## src/rtl/bwp_pkg.sv

```systemverilog
// Package for the burst waveform player: codes, state encoding and widths for
// the RTL modules, and the scaling and saturation helpers of the top level.
// No dependencies.
package bwp_pkg;

   localparam int TIME_W   = 48;
   localparam int CYCLE_W  = 32;
   localparam int COUNT_W  = 16;
   localparam int LEVEL_W  = 16;
   localparam int SIZE_W   = 15;
   localparam int CSR_W    = 48;
   localparam int CSR_IDX_W = 3;

   typedef enum logic [1:0] {
      OP_LOAD  = 2'd0,
      OP_START = 2'd1,
      OP_TICK  = 2'd2,
      OP_NONE  = 2'd3
   } op_type;

   typedef enum logic [1:0] {
      REGION_LEAD  = 2'd0,
      REGION_BURST = 2'd1,
      REGION_PAUSE = 2'd2,
      REGION_DONE  = 2'd3
   } region_type;

   localparam logic [CSR_IDX_W-1:0] CSR_CYCLE_LENGTH     = 3'd0;
   localparam logic [CSR_IDX_W-1:0] CSR_CYCLES_PER_BURST = 3'd1;
   localparam logic [CSR_IDX_W-1:0] CSR_PERIOD_LENGTH    = 3'd2;
   localparam logic [CSR_IDX_W-1:0] CSR_BURST_REPS       = 3'd3;
   localparam logic [CSR_IDX_W-1:0] CSR_AMPLITUDE        = 3'd4;
   localparam logic [CSR_IDX_W-1:0] CSR_LEVEL_OFFSET     = 3'd5;
   localparam logic [CSR_IDX_W-1:0] CSR_TABLE_SIZE       = 3'd6;

   typedef enum logic [3:0] {
      ST_IDLE,
      ST_HOLD_MUL,
      ST_HOLD_SAT,
      ST_TICK,
      ST_PERIOD,
      ST_LOOP,
      ST_DIV_PHASE,
      ST_MUL_N,
      ST_DIV_INDEX,
      ST_READ,
      ST_MUL_AMP,
      ST_SCALE,
      ST_OUT
   } state_type;

   // Divider handshake seen by the sequencer.
   typedef struct packed {
      logic busy;
      logic done;
   } div_status_type;

   // Rounds a Q2.30 product to Q1.15: add half an LSB, then floor.
   function automatic logic signed [18:0] scale_round(input logic signed [32:0] p);
      logic signed [33:0] s;
      s = 34'(p) + 34'sd16384;
      return s[33:15];
   endfunction

   function automatic logic signed [15:0] sat16(input logic signed [18:0] v);
      if (v > 19'sd32767) begin
         return 16'sh7fff;
      end else if (v < -19'sd32768) begin
         return 16'sh8000;
      end
      return v[15:0];
   endfunction

endpackage

```

## src/rtl/bwp_div.sv

```systemverilog
// Restoring serial divider, one quotient bit per cycle, 48-bit dividend by
// 32-bit divisor. Uses bwp_pkg for widths and the status struct.
module bwp_div
   import bwp_pkg::*;
(
   input  logic                 clock,
   input  logic                 reset,
   input  logic                 start,
   input  logic [TIME_W-1:0]    dividend,
   input  logic [CYCLE_W-1:0]   divisor,
   output logic [TIME_W-1:0]    quotient,
   output logic [CYCLE_W-1:0]   remainder,
   output div_status_type       status
);

   logic [TIME_W-1:0]          quo_ff, quo_in;
   logic [CYCLE_W-1:0]         rem_ff, rem_in;
   logic [CYCLE_W-1:0]         den_ff, den_in;
   logic [$clog2(TIME_W)-1:0]  count_ff, count_in;
   logic                       busy_ff, busy_in;
   logic                       done_ff, done_in;
   logic [CYCLE_W:0]           trial;
   logic                       fits;

   always_comb begin
      quo_in   = quo_ff;
      rem_in   = rem_ff;
      den_in   = den_ff;
      count_in = count_ff;
      busy_in  = busy_ff;
      done_in  = 1'b0;
      trial    = {rem_ff, quo_ff[TIME_W-1]};
      fits     = trial >= {1'b0, den_ff};
      if (start) begin
         quo_in   = dividend;
         rem_in   = '0;
         den_in   = divisor;
         count_in = $clog2(TIME_W)'(TIME_W - 1);
         busy_in  = 1'b1;
      end else if (busy_ff) begin
         rem_in = fits ? CYCLE_W'(trial - {1'b0, den_ff}) : trial[CYCLE_W-1:0];
         quo_in = {quo_ff[TIME_W-2:0], fits};
         if (count_ff == '0) begin
            busy_in = 1'b0;
            done_in = 1'b1;
         end else begin
            count_in = count_ff - 1'b1;
         end
      end
   end

   always_ff @(posedge clock) begin
      if (reset) begin
         busy_ff  <= 1'b0;
         done_ff  <= 1'b0;
         count_ff <= '0;
      end else begin
         busy_ff  <= busy_in;
         done_ff  <= done_in;
         count_ff <= count_in;
      end
      quo_ff <= quo_in;
      rem_ff <= rem_in;
      den_ff <= den_in;
   end

   assign quotient    = quo_ff;
   assign remainder   = rem_ff;
   assign status.busy = busy_ff;
   assign status.done = done_ff;

endmodule

```

## config.mk

```make
export PLATFORM = sky130hd
export DESIGN_NAME = bwp_div
export DESIGN_NICKNAME = d
export VERILOG_FILES = /design/src/rtl/bwp_pkg.sv /design/src/rtl/bwp_div.sv
export SDC_FILE = /design/constraint.sdc
export NUM_CORES = 1
export LEC_CHECK = 0
export ABC_AREA = 1
export BUFFER_PORTS_ARGS = -buffer_cell sky130_fd_sc_hd__buf_2
export CORE_ASPECT_RATIO = 1.4
export CORE_MARGIN = 2
export CORE_UTILIZATION = 60
export DETAILED_ROUTE_END_ITERATION = 8
export PLACE_DENSITY = 0.95
export SYNTH_ARGS = -nofsm -noshare
export SYNTH_HDL_FRONTEND = slang
export SYNTH_SLANG_ARGS = --single-unit
```

## constraint.sdc

```tcl
create_clock -name clock -period 4.4 [get_ports clock]
set_clock_uncertainty 0.15 [all_clocks]
set_input_delay 0.22 -clock clock [delete_from_list [all_inputs] [get_ports clock]]
set_output_delay 0.22 -clock clock [all_outputs]
set_load 0.005 [all_outputs]
```

==> Flow_metrics.wiki <==
{| class="wikitable"
! Metric !! Value
|-
| Combinational family with the most area after synthesis || simple AND/OR/NAND/NOR gates
|-
| Antenna cell count || 0
|-
| DP HPWL || approximately 16000 um
|-
| Area Overhead vs Synth || 29.7%
|-
| GR Overflow Total || 0
|-
| Power, Total || 3.22 mW
|-
| Gpl congestion || 0.999
|-
| Port Buf Inserts || between 150 and 200
|-
| Async set-reset flop share out of synthesis || 0
|-
| Dominant register cell in the synthesized netlist || edfxtp_1
|-
| Finished Cell Area || between 0.009 and 0.01 mm2
|-
| Final setup violation count || 0
|-
| Power density over the cells || between 300 and 400 mW/mm2
|-
| Clock group share of total power || 0.441
|-
| Overall via count from detail_route || slightly above 8000
|-
| Fraction of final layout cells sized beyond drive strength 1 || 0.180
|-
| Status || completed
|-
| Pre-CTS setup slack || between 1.5 and 2 ns
|-
| Endpoint type of the worst setup path || register
|-
| Initial standard-cell utilization of the core || 0.619
|-
| Max stage delay on crit path || 0.48 ns
|-
| Max-slew headroom || 0.439
|-
| Number of flops mapped to enable cells by yosys || 80
|-
| H-tree Lvls || 4
|-
| Worst EP required || ~4.6 ns
|-
| Area share of fa/ha/maj cells after synthesis || 0.0582
|-
| Number of flip-flops and latches in the synthesized netlist || 120
|-
| Num Clock Sinks || 120
|-
| Most common cell after layout, fill and taps aside || nand2_1
|-
| Count of synthesis-stage warnings from yosys || 0
|-
| Number of buffers between clock root and the deepest sink || 2
|-
| Clock insertion delay at the later pin of the skew report || ~0.42 ns
|-
| Via count of the first global-routing pass || roughly 8400
|-
| Syn Inst Count || 1086
|-
| Worst min-delay path category || input pin to register
|-
| Width of the die || between 90 and 100 um
|-
| Hold Fails Final Rpt || 0
|-
| Cell class contributing the biggest share of worst-path delay || simple AND/OR/NAND/NOR gates
|-
| Utilization of the core after routing || 0.802
|-
| Cells after DPL || approximately 1400
|-
| Length of the first detailed-routing pass in iterations || 5
|-
| Register area share after synthesis || 0.418
|-
| CP Buf/Inv Count || 1
|-
| Cell-internal power || roughly 2.3 mW
|-
| Synthesized cell area || about 0.0077 mm2
|-
| Max-slew violation count || 0
|-
| Clock input transition at the sequential cells of the worst setup and hold paths || approximately 0.06 ns
|-
| Complex-gate fraction of the synthesized area || 0.0312
|-
| Highest clock frequency the design can meet || between 0.3 and 0.4 GHz
|-
| CP dominant cell by count || nand2_1
|-
| Core Footprint || 0.0124 mm2
|-
| Category of the most critical setup path || register to register
|-
| Final min period || roughly 2.9 ns
|-
| Slowest library cell on the worst path || nor2_8
|-
| Chain of cells forming the critical path || ha_1, nand2_2, inv_2, a21oi_2, nand2_1, nand2_1, nand2_1, nor2_8, nand2_4, nand2_1, nand3_1, o21ai_1
|-
| Row cnt || 48
|-
| Max IR drop VDD || 0.270 mV
|-
| DIE AREA || 0.0137 mm2
|-
| Slew @ Worst Pin || 0.840 ns
|-
| Num CTS Buffers || 17
|-
| Global-route wire length before repair || just over 40000 um
|-
| Height of the die || between 100 and 150 um
|-
| Final setup TNS || 0 ns
|-
| Routed length per placed instance || between 15 and 20 um
|-
| Top library cells by usage in the layout, fill and taps aside || nand2_1, inv_1, buf_2, nand3_1
|-
| First DRT Iteration DRCs || approximately 580
|-
| Routed wire length || 26200 um
|-
| Share of total power in combinational logic || 0.140
|-
| Total global routing track utilization || 0.389
|-
| DRC violation count after routing || 0
|-
| MaxCap Viol Count || 0
|-
| Leak Pwr || 5.44 nW
|-
| Setup repair bufs after CTS || 0
|-
| Type of origin of the critical path || register
|-
| Average cell area after synthesis || 7.05 um2
|-
| Nets@finish || 1443
|-
| Final antenna-violating net count || 0
|-
| Root Buffer Master || clkbuf_16
|-
| P_sw || about 930 uW
|-
| Period Utilization, post-route || 0.668
|-
| Setup repair after global routing missed its margin || false
|-
| CTS tree || built
|-
| Final non-filler cell total || about 1500
|-
| Synthesized-area fraction occupied by xor and xnor cells || 0.0160
|-
| Netlist cell types || 38
|-
| Min Hold Slack || roughly 0.028 ns
|-
| Fill cell count || around 800
|-
| Net count of the mapped netlist || 1204
|-
| Drt via density || between 5 and 6
|-
| Arrival time at the worst endpoint || around 3.1 ns
|-
| Area share of and/or/nand/nor cells after synthesis || 0.359
|-
| Number of antenna violations at the first check in global routing || 0
|-
| Maximum number of pins on one net before global-route repair || 60
|-
| Placed instance area || approximately 0.0085 mm2
|-
| # IOs || about 170
|-
| Net switching fraction of the power || 0.290
|-
| Slack of the critical path || around 1.5 ns
|-
| Proportion of synthesized area in mux cells || 0
|-
| Critical-path maximum fanout || 34
|-
| Sequential Power Share || 0.419
|}
[power groups by stage]
stage               clock (mW)  combinational (mW)  sequential (mW)
CTS                       1.41               0.417             1.34
global route              1.46               0.486             1.35
detailed placement           0               0.360             1.36
floorplan                    0               0.205             1.36
finish                    1.42               0.451             1.35
global placement             0               0.347             1.36
[per-layer routing]
layer / track usage / share of wire
met1: 0.423 / 0.35
met2: 0.712 / 0.51
met3: 0.0736 / 0.086
met4: 0.202 / 0.050
met5: 0 / 0
[state kept, by name, summed over array words and instances (netlist names)]
name,cells
count_ff,6
quotient,48
remainder,32
done_ff,1
den_ff,32
busy_ff,1
[cells by family after synthesis]
kind of cell,count (synthesis)
buf+inv,227
xor+xnor,14
flops,120
fa+ha+maj,35
simple gates,646
compound gates,44
[layout make-up]
type / count / area, um2 / area share
Timing Repair Buffer: 248 / 1650 / 0.166
Sequential cell: 120 / 3200 / 0.323
Multi-Input combinational cell: 739 / 3560 / 0.358
Tap cell: 150 / 188 / 0.0189
Clock buffer: 18 / 429 / 0.0432
Inverter: 199 / 747 / 0.0752
Clock inverter: 14 / 153 / 0.0154
[worst paths after layout]
path | from | slack, ns | end | cells after the start
max reg2reg | remainder[23]$_SDFFE_PP0P_ | 1.46 | remainder[7]$_SDFFE_PP0P_ | 12
min reg2reg | remainder[22]$_SDFFE_PP0P_ | 0.33 | remainder[22]$_SDFFE_PP0P_ | 2
max | remainder[23]$_SDFFE_PP0P_ | 1.46 | remainder[7]$_SDFFE_PP0P_ | 12
min | dividend[0] | 0.03 | quotient[0]$_DFFE_PP_ | 3
[cell usage after synthesis, drive strengths merged (8+ instances only)]
library cell / number / share of area
nand2: 469 / 0.23
inv: 195 / 0.096
nand3: 88 / 0.058
edfxtp: 80 / 0.31
nor2: 52 / 0.034
dfxtp: 40 / 0.10
ha: 34 / 0.056
a21oi: 21 / 0.014
o21ai: 16 / 0.010
clkbuf: 15 / 0.0074
nand3b: 15 / 0.015
buf: 13 / 0.013
xnor2: 13 / 0.015
nor3: 9 / 0.0065
nand4: 8 / 0.0065
[timing repair]
action,4_1_cts,5_1_grt
hold buffers,80,0
gates resized for setup,0,0
hold endpoints to repair,85,0
[worst reg2reg max path: cells and delay by family (launching register included)]
family,cells,cell delay (ns)
AOI/OAI and AO/OA,2,0.28
DFF,1,0.34
and+or+nand+nor,8,1.63
adders and majority gates,1,0.41
buffers and inverters,1,0.05
Note: power is estimated with default switching activity, not from simulation.
